`src/rtl/hfpr_pkg.sv`:
```
package hfpr_pkg;

  // frame buffer geometry
  localparam int MAX_FRAME = 64;
  localparam int LEN_LIMIT = (MAX_FRAME < 64) ? MAX_FRAME : 64;
  localparam int ADDR_W    = $clog2(MAX_FRAME);
  localparam int CNT_W     = 7;

  // crc-16/ccitt-false
  localparam logic [15:0] CRC_INIT = 16'hFFFF;
  localparam logic [15:0] CRC_POLY = 16'h1021;

  // configuration register indexes
  localparam int CFG_IDX_W = 3;
  localparam logic [CFG_IDX_W-1:0] CFG_TEMP_HDR   = 3'd0;
  localparam logic [CFG_IDX_W-1:0] CFG_LOC_HDR    = 3'd1;
  localparam logic [CFG_IDX_W-1:0] CFG_STATUS_HDR = 3'd2;
  localparam logic [CFG_IDX_W-1:0] CFG_TEMP_LEN   = 3'd3;
  localparam logic [CFG_IDX_W-1:0] CFG_LOC_LEN    = 3'd4;
  localparam logic [CFG_IDX_W-1:0] CFG_STATUS_LEN = 3'd5;

  // minimum frame lengths
  localparam logic [CNT_W-1:0] MIN_LEN_SHORT = 7'd3;
  localparam logic [CNT_W-1:0] MIN_LEN_LOC   = 7'd4;

  typedef enum logic [1:0] {
    KIND_TEMP   = 2'd0,
    KIND_LOC    = 2'd1,
    KIND_STATUS = 2'd2
  } kind_t;

  // commands to the bit-serial crc unit
  typedef struct packed {
    logic       init;
    logic       start;
    logic [7:0] data;
  } crc_cmd_t;

  // status back from the crc unit
  typedef struct packed {
    logic        busy;
    logic        done;
    logic [15:0] crc;
  } crc_stat_t;

  // saturate a configured length into the legal range
  function automatic logic [CNT_W-1:0] clamp_len(input logic [CNT_W-1:0] v,
                                                 input logic [CNT_W-1:0] lo);
    logic [CNT_W-1:0] hi;
    logic [CNT_W-1:0] res;
    hi  = CNT_W'(LEN_LIMIT);
    res = v;
    if (v < lo) begin
      res = lo;
    end else if (v > hi) begin
      res = hi;
    end
    return res;
  endfunction

endpackage

```
`src/rtl/hfpr_if.sv`:
```
// received byte channel
interface hfpr_in_if;
  logic       valid;
  logic       ready;
  logic       operation;
  logic [7:0] rx_byte;

  modport source (output valid, output operation, output rx_byte, input ready);
  modport sink   (input valid, input operation, input rx_byte, output ready);
endinterface

// result channel
interface hfpr_out_if;
  logic       valid;
  logic       ready;
  logic [1:0] frame_kind;
  logic       check_status;
  logic [7:0] payload_byte;
  logic       last;

  modport source (output valid, output frame_kind, output check_status,
                  output payload_byte, output last, input ready);
  modport sink   (input valid, input frame_kind, input check_status,
                  input payload_byte, input last, output ready);
endinterface

// configuration write channel
interface hfpr_cfg_if;
  logic       valid;
  logic       ready;
  logic [2:0] index;
  logic [7:0] data;

  modport source (output valid, output index, output data, input ready);
  modport sink   (input valid, input index, input data, output ready);
endinterface

```
`src/rtl/hfpr_ram.sv`:
```
module hfpr_ram #(
  parameter int WIDTH = 8,
  parameter int DEPTH = 64
) (
  input  logic                     clk,
  input  logic                     we,
  input  logic [$clog2(DEPTH)-1:0] waddr,
  input  logic [WIDTH-1:0]         wdata,
  input  logic                     re,
  input  logic [$clog2(DEPTH)-1:0] raddr,
  output logic [WIDTH-1:0]         rdata
);

  logic [WIDTH-1:0] mem [DEPTH];

  // one write port, one registered read port
  always_ff @(posedge clk) begin
    if (we) begin
      mem[waddr] <= wdata;
    end
    if (re) begin
      rdata <= mem[raddr];
    end
  end

endmodule

```
`src/rtl/hfpr_crc.sv`:
```
module hfpr_crc (
  input  logic               clk,
  input  logic               rst_n,
  input  hfpr_pkg::crc_cmd_t cmd,
  output hfpr_pkg::crc_stat_t stat
);
  import hfpr_pkg::*;

  logic [15:0] crc_r;
  logic [15:0] crc_nxt;
  logic [7:0]  sh_r;
  logic [2:0]  bit_cnt_r;
  logic        busy_r;
  logic        fb;

  // one message bit per cycle, msb first
  always_comb begin
    fb      = crc_r[15] ^ sh_r[7];
    crc_nxt = {crc_r[14:0], 1'b0} ^ (fb ? CRC_POLY : 16'h0000);
  end

  always_ff @(posedge clk) begin
    if (!rst_n) begin
      crc_r     <= CRC_INIT;
      busy_r    <= 1'b0;
      bit_cnt_r <= 3'd0;
    end else begin
      if (cmd.start) begin
        crc_r     <= cmd.init ? CRC_INIT : crc_r;
        sh_r      <= cmd.data;
        busy_r    <= 1'b1;
        bit_cnt_r <= 3'd0;
      end else if (cmd.init) begin
        crc_r <= CRC_INIT;
      end else if (busy_r) begin
        crc_r     <= crc_nxt;
        sh_r      <= {sh_r[6:0], 1'b0};
        bit_cnt_r <= bit_cnt_r + 3'd1;
        if (bit_cnt_r == 3'd7) begin
          busy_r <= 1'b0;
        end
      end
    end
  end

  assign stat.busy = busy_r;
  assign stat.done = busy_r && (bit_cnt_r == 3'd7);
  assign stat.crc  = crc_r;

endmodule

```
`src/rtl/header_framed_packet_receiver_crc16.sv`:
```
// Header-framed packet receiver with CRC-16/CCITT-FALSE check.
// in_ch takes one item per received byte (operation 0) or a line idle gap
// (operation 1, drops a partial frame). A byte matching one of the three
// configured headers opens a temperature, location or status frame.
// out_ch delivers result items: the payload run of a good location frame,
// byte1 of a good temperature or status frame, or one error item; last
// marks the final item of each frame.
// cfg_ch writes the header and length registers (always ready); write only
// while the block is idle.
// A byte that does not close a frame is taken in the idle state; a location
// byte covered by the CRC then waits out the 8 bit-serial steps of the crc unit.
// A closing byte passes through accept, check and emit. A good location frame
// instead passes accept and check, then streams its payload out with a read
// and an emit state per item, for the frame buffer's registered read.
// in_ch is not ready while the crc runs or results are pending.
// Reset restores the register defaults and returns to header hunting.
// A stalled receiver holds the output register; the sequencer waits in the
// emit state for it to free, and no result is lost.
module header_framed_packet_receiver_crc16 (
  input logic         clk,
  input logic         rst_n,
  hfpr_in_if.sink     in_ch,
  hfpr_out_if.source  out_ch,
  hfpr_cfg_if.sink    cfg_ch
);
  import hfpr_pkg::*;

  typedef enum logic [2:0] {
    S_IDLE,
    S_CRC,
    S_CHECK,
    S_RD,
    S_EMIT
  } state_t;

  // configuration registers
  logic [7:0]       temp_hdr_r, loc_hdr_r, status_hdr_r;
  logic [CNT_W-1:0] temp_len_r, loc_len_r, status_len_r;

  // frame control
  state_t           state_r;
  logic [CNT_W-1:0] count_r;
  kind_t            kind_r;
  logic [CNT_W-1:0] exp_len_r;
  logic [CNT_W-1:0] idx_r;

  // captured bytes
  logic [7:0] b0_r, b1_r, b2_r, prev_r, last_r;

  // pending result item
  logic       pend_status_r;
  logic       pend_last_r;
  logic       pend_ram_r;
  logic [7:0] pend_payload_r;

  // output register
  logic       out_valid_r;
  kind_t      out_kind_r;
  logic       out_status_r;
  logic [7:0] out_payload_r;
  logic       out_last_r;

  logic             in_acc, take_byte, start_frame, hit_any;
  logic             hit_temp, hit_loc, hit_status;
  kind_t            hdr_kind, cur_kind;
  logic [CNT_W-1:0] hdr_len, cur_len, count_inc;
  logic             need_crc, complete, out_free, crc_ok, xor_ok;
  logic [7:0]       ram_rdata;
  crc_cmd_t         crc_cmd;
  crc_stat_t        crc_stat;

  // configuration writes
  assign cfg_ch.ready = 1'b1;

  always_ff @(posedge clk) begin
    if (!rst_n) begin
      temp_hdr_r   <= 8'd1;
      loc_hdr_r    <= 8'd2;
      status_hdr_r <= 8'd3;
      temp_len_r   <= 7'd3;
      loc_len_r    <= 7'd35;
      status_len_r <= 7'd3;
    end else if (cfg_ch.valid) begin
      unique case (cfg_ch.index)
        CFG_TEMP_HDR:   temp_hdr_r   <= cfg_ch.data;
        CFG_LOC_HDR:    loc_hdr_r    <= cfg_ch.data;
        CFG_STATUS_HDR: status_hdr_r <= cfg_ch.data;
        CFG_TEMP_LEN:   temp_len_r   <= cfg_ch.data[CNT_W-1:0];
        CFG_LOC_LEN:    loc_len_r    <= cfg_ch.data[CNT_W-1:0];
        CFG_STATUS_LEN: status_len_r <= cfg_ch.data[CNT_W-1:0];
        default: ;
      endcase
    end
  end

  // header match, temperature first, then location, then status
  always_comb begin
    hit_temp   = in_ch.rx_byte == temp_hdr_r;
    hit_loc    = in_ch.rx_byte == loc_hdr_r;
    hit_status = in_ch.rx_byte == status_hdr_r;
    hit_any    = hit_temp || hit_loc || hit_status;
    priority if (hit_temp) begin
      hdr_kind = KIND_TEMP;
      hdr_len  = clamp_len(temp_len_r, MIN_LEN_SHORT);
    end else if (hit_loc) begin
      hdr_kind = KIND_LOC;
      hdr_len  = clamp_len(loc_len_r, MIN_LEN_LOC);
    end else begin
      hdr_kind = KIND_STATUS;
      hdr_len  = clamp_len(status_len_r, MIN_LEN_SHORT);
    end
  end

  // per-byte decisions
  always_comb begin
    in_acc      = in_ch.valid && in_ch.ready;
    start_frame = (count_r == '0) && hit_any;
    take_byte   = in_acc && !in_ch.operation && ((count_r != '0) || hit_any);
    cur_kind    = (count_r == '0) ? hdr_kind : kind_r;
    cur_len     = (count_r == '0) ? hdr_len : exp_len_r;
    count_inc   = count_r + 7'd1;
    need_crc    = (cur_kind == KIND_LOC) &&
                  (({1'b0, count_inc} + 8'd2) <= {1'b0, cur_len});
    complete    = count_inc == cur_len;
    out_free    = !out_valid_r || out_ch.ready;
    crc_ok      = {last_r, prev_r} == crc_stat.crc;
    xor_ok      = b2_r == (b0_r ^ b1_r);
  end

  // crc unit commands
  always_comb begin
    crc_cmd.init  = in_acc && (in_ch.operation || start_frame);
    crc_cmd.start = take_byte && need_crc;
    crc_cmd.data  = in_ch.rx_byte;
  end

  hfpr_crc u_crc (
    .clk   (clk),
    .rst_n (rst_n),
    .cmd   (crc_cmd),
    .stat  (crc_stat)
  );

  hfpr_ram #(
    .WIDTH (8),
    .DEPTH (MAX_FRAME)
  ) u_buf (
    .clk   (clk),
    .we    (take_byte),
    .waddr (ADDR_W'(count_r)),
    .wdata (in_ch.rx_byte),
    .re    (state_r == S_RD),
    .raddr (ADDR_W'(idx_r)),
    .rdata (ram_rdata)
  );

  // sequencer and output register
  always_ff @(posedge clk) begin
    if (!rst_n) begin
      state_r     <= S_IDLE;
      count_r     <= '0;
      kind_r      <= KIND_TEMP;
      exp_len_r   <= '0;
      idx_r       <= '0;
      out_valid_r <= 1'b0;
    end else begin
      // the emit state reloads the output register itself
      if (out_valid_r && out_ch.ready && (state_r != S_EMIT)) begin
        out_valid_r <= 1'b0;
      end
      unique case (state_r)
        S_IDLE: begin
          if (in_acc && in_ch.operation) begin
            count_r <= '0;
          end else if (take_byte) begin
            kind_r    <= cur_kind;
            exp_len_r <= cur_len;
            prev_r    <= last_r;
            last_r    <= in_ch.rx_byte;
            if (count_r == 7'd0) b0_r <= in_ch.rx_byte;
            if (count_r == 7'd1) b1_r <= in_ch.rx_byte;
            if (count_r == 7'd2) b2_r <= in_ch.rx_byte;
            if (complete) begin
              count_r <= '0;
              state_r <= S_CHECK;
            end else begin
              count_r <= count_inc;
              if (need_crc) state_r <= S_CRC;
            end
          end
        end
        S_CRC: begin
          if (crc_stat.done) state_r <= S_IDLE;
        end
        S_CHECK: begin
          pend_ram_r  <= 1'b0;
          pend_last_r <= 1'b1;
          if (kind_r == KIND_LOC) begin
            pend_status_r  <= 1'b1;
            pend_payload_r <= 8'd0;
            if (crc_ok) begin
              idx_r   <= 7'd1;
              state_r <= S_RD;
            end else begin
              state_r <= S_EMIT;
            end
          end else begin
            pend_status_r  <= !xor_ok;
            pend_payload_r <= xor_ok ? b1_r : 8'd0;
            state_r        <= S_EMIT;
          end
        end
        S_RD: begin
          pend_ram_r    <= 1'b1;
          pend_status_r <= 1'b0;
          pend_last_r   <= ({1'b0, idx_r} + 8'd3) == {1'b0, exp_len_r};
          state_r       <= S_EMIT;
        end
        S_EMIT: begin
          if (out_free) begin
            out_valid_r   <= 1'b1;
            out_kind_r    <= kind_r;
            out_status_r  <= pend_status_r;
            out_payload_r <= pend_ram_r ? ram_rdata : pend_payload_r;
            out_last_r    <= pend_last_r;
            if (pend_last_r) begin
              state_r <= S_IDLE;
            end else begin
              idx_r   <= idx_r + 7'd1;
              state_r <= S_RD;
            end
          end else if (out_ch.ready) begin
            out_valid_r <= 1'b0;
          end
        end
        default: state_r <= S_IDLE;
      endcase
    end
  end

  assign in_ch.ready         = state_r == S_IDLE;
  assign out_ch.valid        = out_valid_r;
  assign out_ch.frame_kind   = out_kind_r;
  assign out_ch.check_status = out_status_r;
  assign out_ch.payload_byte = out_payload_r;
  assign out_ch.last         = out_last_r;

  // a partial frame never reaches its latched length
  a_count_bound: assert property (@(posedge clk) disable iff (!rst_n)
    count_r != '0 |-> count_r < exp_len_r)
    else $error("byte count reached the frame length without closing");

  // the check runs only after the count went back to hunting
  a_check_clear: assert property (@(posedge clk) disable iff (!rst_n)
    state_r == S_CHECK |-> count_r == '0)
    else $error("frame check with a partial count");

  // payload reads stay inside the location payload
  a_rd_range: assert property (@(posedge clk) disable iff (!rst_n)
    state_r == S_RD |-> kind_r == KIND_LOC && idx_r != '0 &&
      ({1'b0, idx_r} + 8'd3) <= {1'b0, exp_len_r})
    else $error("payload read out of range");

  // crc steps finish only while the sequencer waits for them
  a_crc_done: assert property (@(posedge clk) disable iff (!rst_n)
    crc_stat.done |-> state_r == S_CRC)
    else $error("crc unit finished outside the crc wait");

  // no item is taken while the crc unit still shifts
  a_crc_idle: assert property (@(posedge clk) disable iff (!rst_n)
    in_acc |-> !crc_stat.busy)
    else $error("item accepted while the crc unit is busy");

endmodule
```
`src/flat_wrapper.sv`:
```
// flat-port wrapper written by rule: the top's interface ports become plain ports
module header_framed_packet_receiver_crc16_flat import hfpr_pkg::*;
  (clk, rst_n, in_ch_valid, in_ch_operation, in_ch_rx_byte, in_ch_ready, out_ch_valid, out_ch_frame_kind, out_ch_check_status, out_ch_payload_byte, out_ch_last, out_ch_ready, cfg_ch_valid, cfg_ch_index, cfg_ch_data, cfg_ch_ready);
  hfpr_in_if in_ch_i ();
  hfpr_out_if out_ch_i ();
  hfpr_cfg_if cfg_ch_i ();
  input logic clk;
  input logic rst_n;
  input wire logic [$bits(in_ch_i.valid)-1:0] in_ch_valid;
  input wire logic [$bits(in_ch_i.operation)-1:0] in_ch_operation;
  input wire logic [$bits(in_ch_i.rx_byte)-1:0] in_ch_rx_byte;
  output wire logic [$bits(in_ch_i.ready)-1:0] in_ch_ready;
  output wire logic [$bits(out_ch_i.valid)-1:0] out_ch_valid;
  output wire logic [$bits(out_ch_i.frame_kind)-1:0] out_ch_frame_kind;
  output wire logic [$bits(out_ch_i.check_status)-1:0] out_ch_check_status;
  output wire logic [$bits(out_ch_i.payload_byte)-1:0] out_ch_payload_byte;
  output wire logic [$bits(out_ch_i.last)-1:0] out_ch_last;
  input wire logic [$bits(out_ch_i.ready)-1:0] out_ch_ready;
  input wire logic [$bits(cfg_ch_i.valid)-1:0] cfg_ch_valid;
  input wire logic [$bits(cfg_ch_i.index)-1:0] cfg_ch_index;
  input wire logic [$bits(cfg_ch_i.data)-1:0] cfg_ch_data;
  output wire logic [$bits(cfg_ch_i.ready)-1:0] cfg_ch_ready;
  assign in_ch_i.valid = in_ch_valid;
  assign in_ch_i.operation = in_ch_operation;
  assign in_ch_i.rx_byte = in_ch_rx_byte;
  assign in_ch_ready = in_ch_i.ready;
  assign out_ch_valid = out_ch_i.valid;
  assign out_ch_frame_kind = out_ch_i.frame_kind;
  assign out_ch_check_status = out_ch_i.check_status;
  assign out_ch_payload_byte = out_ch_i.payload_byte;
  assign out_ch_last = out_ch_i.last;
  assign out_ch_i.ready = out_ch_ready;
  assign cfg_ch_i.valid = cfg_ch_valid;
  assign cfg_ch_i.index = cfg_ch_index;
  assign cfg_ch_i.data = cfg_ch_data;
  assign cfg_ch_ready = cfg_ch_i.ready;
  header_framed_packet_receiver_crc16 u_core (.clk(clk), .rst_n(rst_n), .in_ch(in_ch_i), .out_ch(out_ch_i), .cfg_ch(cfg_ch_i));
endmodule
```
`config.mk`:
```
export PLATFORM = sky130hd
export DESIGN_NAME = header_framed_packet_receiver_crc16_flat
export DESIGN_NICKNAME = d
export VERILOG_FILES = /design/src/rtl/hfpr_pkg.sv /design/src/rtl/hfpr_if.sv /design/src/rtl/hfpr_ram.sv /design/src/rtl/hfpr_crc.sv /design/src/rtl/header_framed_packet_receiver_crc16.sv /design/src/flat_wrapper.sv
export SDC_FILE = /design/constraint.sdc
export NUM_CORES = 1
export LEC_CHECK = 0
export ABC_AREA = 1
export CAP_MARGIN = 20
export CORE_ASPECT_RATIO = 1.2
export CORE_MARGIN = 3
export CORE_UTILIZATION = 52
export CTS_BUF_LIST = sky130_fd_sc_hd__clkbuf_16
export CTS_CLUSTER_SIZE = 40
export DETAILED_ROUTE_END_ITERATION = 16
export DONT_BUFFER_PORTS = 1
export HOLD_SLACK_MARGIN = 0.05
export PLACE_DENSITY = 0.65
export SLEW_MARGIN = 25
export SYNTH_ARGS = -nofsm -noshare
export SYNTH_HDL_FRONTEND = slang
export SYNTH_SLANG_ARGS = --single-unit
export TNS_END_PERCENT = 100
```
`constraint.sdc`:
```
create_clock -name clk -period 4.8 [get_ports clk]
set_input_delay 0.72 -clock clk [delete_from_list [all_inputs] [get_ports clk]]
set_output_delay 0.72 -clock clk [all_outputs]
set_load 0.005 [all_outputs]
```
==> results.tsv, run 1 <==
metric	value	unit
top_register	u_core.u_buf.mem	
synth_area_per_cell	11.6	um2
area_growth	10.5	%
peakVddDrop	0.227	mV
antenna_cells	0	
total_leakage_power	11.0	nW
fmax	0.250	GHz
finalNonFillerCells	3225	
die_x	219	um
power_frac_clock	0.434	
crit_arrival	4220	ps
rsz0062_at_grt	no	
async_flop_share	0	
num_vias	18900	
swShare	0.200	
finalHoldViolations	0	
drive_above_1_share	0.0975	
layout_common_cells	591 x edfxtp_1, 462 x nor2_1, 324 x o21ai_0, 228 x nand2_1, 133 x inv_1	
worstSetupPathType	flop to flop	
htreeDepth	3	
num_rows	93	
yosysSeqAreaShare	0.691	
finalSetupTns	0	ps
gp_congestion	0.880	
synthFlopType	edfxtp_1	
die_h	262	um
synth_adder_area_share	0.00706	
clock-skew-final	16.4	ps
cts_buffer_depth	3	
status	finished, final reports clean	
hpwlAfterDp	42900	um
postSynthRegisterBits	683	
tightest_slew	985	ps
endpoint_kind	flop	
p_seq_frac	0.554	
synth-simple-area-share	0.130	
fin_crit_sh	0.833	
grt_max_degree	179	
fillCellCount	4354	
yosys-mux-area-fraction	0.00318	
hold_ws	208	ps
yosysUniqueCellTypes	61	
worstPathMaxFanout	19	
antenna_found_initial	0	
maxSlewViolCount	0	
min_period	4000	ps
synthCells	2449	
p_per_area	372	mW/mm2
insertion_delay	600	ps
post-route-util	0.582	
largest_reg_flops	512	
reg_top3	u_core.u_buf.mem x512, u_core.u_crc.crc_r x16	
synth_top_family_by_area	simple AND/OR/NAND/NOR gates	
combinationalPowerShare	0.012	
grt_pass1_vias	18300	
min-delay-path-class	input pin to flop	
cts_tree	yes	
ant_nets	0	
drv_cap	0	
ctsHoldBuffers	0	
grt_pass1_wl	107000	um
fin_area	0.0314	mm2
io_pins	40	
cp_data_required_time	5020	ps
cts_inserted_buffers	67	
die_area	0.0574	mm2
final_common_cell	edfxtp_1	
synth-compound-area-share	0.118	
overflow	0	
coreArea	0.0539	mm2
yosysWarnings	0	
portBuffers	0	
synth_xor_area_frac	0.0154	
numClockSinks	683	
cts.repair.resized	0	
start_util	0.527	
path_common_cell	inv_1	
critPathLaunchType	flop	
cts_root_buffer	clkbuf_16	
grt_use_total	0.246	
wire_per_inst	21.8	um
synth_edf_count	591	
cts_setup_buffers	0	
route.detailed.drc	0	
first_iter_violations	2106	
dpl_cell_area	0.0293	mm2
crit_chain	inv_1 > ha_1 > inv_1 > nor4_1 > nand3_1 > xor2_1 > ha_1 > inv_1 > nor3_1 > nand3_1 > o21ai_0 > nand4_2 > inv_2 > nand2_4 > a21oi_1	
vias_per_cell	5.85	
regArea	0.0196	mm2
drtPass1Iterations	6	
placed_cells	3102	
final-setup-viol-count	0	
layout.nets	2500	
syn_nets	2490	
cpMaxStageDelayCell	a21oi_1	
clk_pin_slew	60	ps
intPower	9.34	mW
wirelength	70300	um
switchingPower	2.34	mW
multi_input_area	0.00777	mm2
critPathMaxStageDelay	630	ps
slew_headroom	0.341	
syn_area	0.0284	mm2
==> cell families (layout without fill, tap and decap cells) <==
group,count (synthesis),in the layout
xor gates and xnor gates,49,49
adders and majority gates,16,16
DFF,683,683
other,1,1
AOI/OAI and AO/OA,586,586
muxes,8,8
buffers and inverters,259,323
and+or+nand+nor,847,847
==> critical path, delay by kind of cell, from the launching register on <==
| kind | cells | cell delay, ps |
|---|---|---|
| buf+inv | 4 | 380 |
| xor+xnor | 1 | 170 |
| fa+ha+maj | 2 | 640 |
| compound gates | 2 | 750 |
| simple gates | 6 | 1220 |
| flops | 1 | 480 |
==> layout make-up <==
cell class	count	share of cell area
flip-flops and latches	683	0.625
clock inverters	56	0.0133
clock buffers	67	0.0535
multi-input cells	1507	0.248
inverters	142	0.0172
repair buffers	58	0.0147
well taps	712	0.0284
==> worst paths after layout <==
check / startpoint / to / slack (ps) / cells past startpoint
setup / recovery: u_core.count_r[0]$_SDFFE_PN0P_ / u_core.u_crc.sh_r[7]$_DFFE_PP_ / 800 / 15
hold / removal: rst_n / u_core.status_len_r[0]$_SDFFE_PN1P_ / 210 / 1
setup reg to reg: u_core.count_r[0]$_SDFFE_PN0P_ / u_core.u_crc.sh_r[7]$_DFFE_PP_ / 800 / 15
hold reg to reg: u_core.pend_status_r$_SDFFCE_PP0P_ / u_core.out_ch.check_status$_DFFE_PP_ / 450 / 0
==> layer usage <==
layer | GRT usage | routed length, um | vias up
li1 | - | - | 8783
met1 | 0.331 | 28800 | 9256
met2 | 0.406 | 34600 | 696
met3 | 0.0335 | 4400 | 129
met4 | 0.100 | 2520 | 0
met5 | 0 | 0 | -
==> power groups by stage <==
stage | clock network, mW | logic [mW] | registers (mW)
detailed placement | 0 | 0.141 | 6.60
global placement | 0 | 0.140 | 6.60
global route | 5.37 | 0.162 | 6.47
floorplan | 0 | 0.122 | 6.60
CTS | 5.15 | 0.141 | 6.47
finish | 5.07 | 0.141 | 6.47
==> per-stage QoR <==
step | setup WS, ps | total power [mW]
after floorplan | 1060 | 6.72
after global placement | 765 | 6.74
after detailed placement | 660 | 6.74
after CTS | 839 | 11.8
after global routing | 408 | 12.0
final | 802 | 11.7
==> synthesized netlist by cell type, types with 23 or more instances <==
cell | instances | area share
edfxtp_1 | 591 | 0.63
o221ai_1 | 46 | 0.014
a21oi_1 | 92 | 0.016
nand3_1 | 55 | 0.0097
clkbuf_1 | 93 | 0.012
inv_1 | 119 | 0.016
xor2_1 | 23 | 0.0071
o22ai_1 | 69 | 0.015
nand2_1 | 228 | 0.030
xnor2_1 | 25 | 0.0077
nor2_1 | 462 | 0.061
o21ai_0 | 324 | 0.057
dfxtp_1 | 92 | 0.065
nor3_1 | 32 | 0.0056
Power figures use the tool's default switching activity.
==> run 2, diff against run 1 <==
Clock period 4.8 ns to 3.95 ns, I/O delays scaled along.
==> run 2 against run 1 <==
- worst setup slack worse by 470 ps
- utilization increased by 0.76 points
- final area is 1.3% higher
- critical endpoint is now u_core.u_crc.sh_r[4]$_DFFE_PP_
- highest routed layer unchanged
==> results.tsv, run 2 (synthesis gave the netlist of run 1 again) <==
metric	value	unit
status	finished, final reports clean	
grt_max_degree	136	
fin_area	0.0318	mm2
reg_top3	u_core.u_buf.mem x512, u_core.u_crc.crc_r x16	
fin_crit_sh	0.916	
p_per_area	443	mW/mm2
drv_cap	0	
critPathLaunchType	flop	
layout_common_cells	591 x edfxtp_1, 460 x nor2_1, 324 x o21ai_0, 228 x nand2_1, 131 x inv_1	
rsz0062_at_grt	no	
top_register	u_core.u_buf.mem	
path_common_cell	inv_1	
dpl_cell_area	0.0297	mm2
finalSetupTns	0	ps
fmax	0.276	GHz
numClockSinks	683	
critPathMaxStageDelay	480	ps
clock-skew-final	18.0	ps
path_delay_family	simple AND/OR/NAND/NOR gates	
setup_slack	332	ps
crit_arrival	3920	ps
cts_root_buffer	clkbuf_16	
area_growth	12.0	%
final-setup-viol-count	0	
antenna_found_initial	0	
htreeDepth	3	
layout.nets	2548	
crit_cells	16	
insertion_delay	600	ps
ant_nets	0	
gp_congestion	0.888	
finalHoldViolations	0	
r2r_cells	16	
total_leakage_power	11.2	nW
route.detailed.drc	0	
drive_above_1_share	0.112	
worstPathMaxFanout	19	
antenna_cells	0	
die_area	0.0574	mm2
cpMaxStageDelayCell	dfxtp_1	
vias_per_cell	5.77	
num_vias	18900	
cp_data_required_time	4250	ps
io_pins	40	
tightest_slew	967	ps
grt_use_total	0.247	
first_iter_violations	1598	
min-delay-path-class	input pin to flop	
wirelength	70700	um
crit_chain	inv_1 > ha_1 > inv_1 > nor4_1 > nand3_1 > xor2_1 > ha_1 > inv_1 > nor3_1 > nand3_1 > o21ai_0 > nand4_2 > inv_2 > nand2_4 > a21oi_1 > buf_4	
largest_reg_flops	512	
die_x	219	um
maxSlewViolCount	0	
num_rows	93	
grt_pass1_wl	107000	um
endpoint_kind	flop	
hpwlAfterDp	43300	um
cts_buffer_depth	3	
clk_pin_slew	60	ps
holdPathStages	1	
final_common_cell	edfxtp_1	
peakVddDrop	0.250	mV
wire_per_inst	21.6	um
worstSetupPathType	flop to flop	
grt_pass1_vias	18400	
pre_cts_slack	248	ps
slew_headroom	0.353	
crit_buf_inv	5	
cts_inserted_buffers	67	
cts_tree	yes	
portBuffers	0	
overflow	0	
start_util	0.527	
drtPass1Iterations	6	
die_h	262	um
min_period	3620	ps
coreArea	0.0539	mm2
run 2: routing by layer:
layer	global-route usage	routed length (um)
met5	0	0
met4	0.0926	2240
met3	0.0448	4600
met2	0.413	35200
met1	0.323	28600
run 2: final timing paths:
path / end / startpoint / slack (ps)
setup / recovery: u_core.u_crc.sh_r[4]$_DFFE_PP_ / u_core.count_r[0]$_SDFFE_PN0P_ / 330
hold / removal: u_core.loc_len_r[0]$_SDFFE_PN1P_ / rst_n / 100
setup reg to reg: u_core.u_crc.sh_r[4]$_DFFE_PP_ / u_core.count_r[0]$_SDFFE_PN0P_ / 330
hold reg to reg: u_core.out_ch.check_status$_DFFE_PP_ / u_core.pend_status_r$_SDFFCE_PP0P_ / 420
run 2: worst reg2reg max path: stages, from the launching register on:
cell and delay [ps]:
dfxtp_1 480, inv_1 140, ha_1 350, inv_1 90, nor4_1 420, nand3_1 150
xor2_1 180, ha_1 280, inv_1 50, nor3_1 200, nand3_1 90, o21ai_0 110
nand4_2 160, inv_2 90, nand2_4 150, a21oi_1 190, buf_4 210
run 2: layout make-up:
| cell class | count | area [um2] |
|---|---|---|
| timing repair buffer | 106 | 911 |
| fill | 4279 | 22100 |
| clock buffer | 69 | 1730 |
| tap | 712 | 891 |
| inverter | 142 | 541 |
| multi-input combinational | 1507 | 7780 |
| sequential | 683 | 19600 |
| clock inverter | 49 | 322 |
run 2: what timing repair did:
action / 4_1_cts / 5_1_grt
hold buffers: 1 / 0
setup endpoints to repair: 0 / 8
setup buffers: 0 / 0
hold endpoints to repair: 3 / 0
resized for setup: 0 / 1
run 2: power by group:
part           switching, mW  total, mW  internal, mW
combinational          0.109      0.174        0.0648
clock                   2.65       6.02          3.37
sequential            0.0214       7.86          7.84
run 2: metrics by stage:
stage | hold WS (ps) | instances | util | total power, mW
after floorplan | 400 | 2449 | - | 8.16
after global placement | 405 | 3149 | 0.551 | 8.19
after detailed placement | 406 | 3149 | 0.551 | 8.19
after CTS | 52.5 | 3268 | 0.589 | 14.2
after global routing | 64.2 | 3268 | 0.590 | 14.5
final | 101 | 3268 | 0.590 | 14.1
==> run 3, diff against run 2 <==
Settings changed: CORE_UTILIZATION 52 to 40, PLACE_DENSITY 0.65 to 0.52.
==> run 3 against run 2 <==
- sequential share of layout area decreased by 0.99 points
- cell count increased by 7.2%
- critical path type unchanged
- sequential cell count unchanged
- worst setup slack improved by 41 ps
- clock skew increased by 1.6 ps
- largest cell class unchanged
- maximum frequency increased by 1.1%
- register-to-register slack improved by 40 ps
==> results.tsv, run 3 (synthesis gave the netlist of run 1 again) <==
metric	value	unit
worstSetupPathType	flop to flop	
final-setup-viol-count	0	
die_h	298	um
num_vias	19000	
cpMaxStageDelayCell	dfxtp_1	
num_rows	106	
cts_inserted_buffers	74	
peakVddDrop	0.285	mV
grt_use_total	0.204	
final_common_cell	edfxtp_1	
dpl_cell_area	0.0300	mm2
layout.nets	2572	
hpwlAfterDp	46500	um
status	finished, final reports clean	
worstPathMaxFanout	19	
clock-skew-final	19.7	ps
cts_root_buffer	clkbuf_16	
drtPass1Iterations	5	
ant_nets	0	
vias_per_cell	5.41	
placed_cells	3372	
die_x	249	um
slew_headroom	0.430	
wire_per_inst	21.8	um
area_growth	13.8	%
coreArea	0.0700	mm2
critPathLaunchType	flop	
io_pins	40	
cts_setup_buffers	0	
reg_top3	u_core.u_buf.mem x512, u_core.u_crc.crc_r x16	
antenna_cells	0	
cts_tree	yes	
p_per_area	448	mW/mm2
first_iter_violations	1497	
pre_cts_slack	163	ps
gp_congestion	0.877	
maxSlewViolCount	0	
crit_arrival	3880	ps
fillCellCount	6470	
path_common_cell	inv_1	
crit_chain	inv_1 > ha_1 > inv_1 > nor4_2 > nand3_1 > xor2_1 > ha_1 > inv_1 > nor3_1 > nand3_1 > o21ai_0 > nand4_2 > inv_2 > nand2_4 > a21oi_1 > buf_4	
grt_pass1_wl	116000	um
portBuffers	0	
numClockSinks	683	
grt_pass1_vias	18900	
setup_slack	373	ps
start_util	0.405	
endpoint_kind	flop	
largest_reg_flops	512	
fin_crit_sh	0.905	
finalHoldViolations	0	
drv_cap	0	
critPathMaxStageDelay	480	ps
overflow	0	
wirelength	76400	um
grt_max_degree	97	
route.detailed.drc	0	
insertion_delay	610	ps
layout_common_cells	591 x edfxtp_1, 461 x nor2_1, 324 x o21ai_0, 228 x nand2_1, 137 x inv_1	
total_leakage_power	11.4	nW
cts_buffer_depth	3	
clk_pin_slew	60	ps
power	14.5	mW
tightest_slew	852	ps
drive_above_1_share	0.117	
fin_area	0.0323	mm2
finalSetupTns	0	ps
htreeDepth	3	
cp_data_required_time	4250	ps
finalNonFillerCells	3504	
top_register	u_core.u_buf.mem	
min-delay-path-class	input pin to flop	
min_period	3580	ps
fmax	0.280	GHz
antenna_found_initial	0	
die_area	0.0742	mm2
rsz0062_at_grt	no	
## run 3: worst paths after layout
| check | start | to | slack [ps] | depth (start not counted) |
|---|---|---|---|---|
| setup / recovery | u_core.count_r[0]$_SDFFE_PN0P_ | u_core.u_crc.sh_r[2]$_DFFE_PP_ | 370 | 16 |
| hold / removal | in_ch_rx_byte[5] | u_core.u_buf.mem[17][5]$_DFFE_PP_ | 100 | 0 |
| setup reg to reg | u_core.count_r[0]$_SDFFE_PN0P_ | u_core.u_crc.sh_r[2]$_DFFE_PP_ | 370 | 16 |
| hold reg to reg | u_core.temp_len_r[0]$_SDFFE_PN1P_ | u_core.temp_len_r[0]$_SDFFE_PN1P_ | 460 | 2 |
## run 3: layer usage
metal	global-route usage	part of all wire
met2	0.347	0.49
met5	0	0
met4	0.0732	0.030
met3	0.0288	0.048
met1	0.268	0.43
## run 3: critical path, delay by kind of cell, from the launching register on
kind / cells / cell delay [ps]
flops: 1 / 480
buf+inv: 5 / 580
fa+ha+maj: 2 / 630
compound gates: 2 / 290
simple gates: 6 / 1120
xor+xnor: 1 / 170
## run 3: through the flow
stage,util,hold WS [ps]
after floorplan,-,400
after global placement,0.429,442
after detailed placement,0.429,433
after CTS,0.461,56.9
after global routing,0.461,66.3
final,0.461,100
## run 3: power breakdown
| part | total (mW) | internal, mW | switching (mW) |
|---|---|---|---|
| sequential | 7.87 | 7.84 | 0.0214 |
| clock | 6.43 | 3.69 | 2.75 |
| combinational | 0.177 | 0.0652 | 0.112 |
## run 3: area by class of cell
cell class	count	area (um2)	share of cell area
Inverter	142	541	0.0167
Clock inverter	56	344	0.0107
Clock buffer	75	1880	0.0581
Multi-Input combinational cell	1507	7780	0.241
Sequential cell	683	19600	0.607
Tap cell	918	1150	0.0356
Timing Repair Buffer	123	1000	0.0310
## run 3: repair_timing
item / in CTS / in global routing
setup endpoints to repair: 0 / 13
endpoints found under the hold margin: 7 / 0
hold buffers: 1 / 0
gates resized for setup: 0 / 1
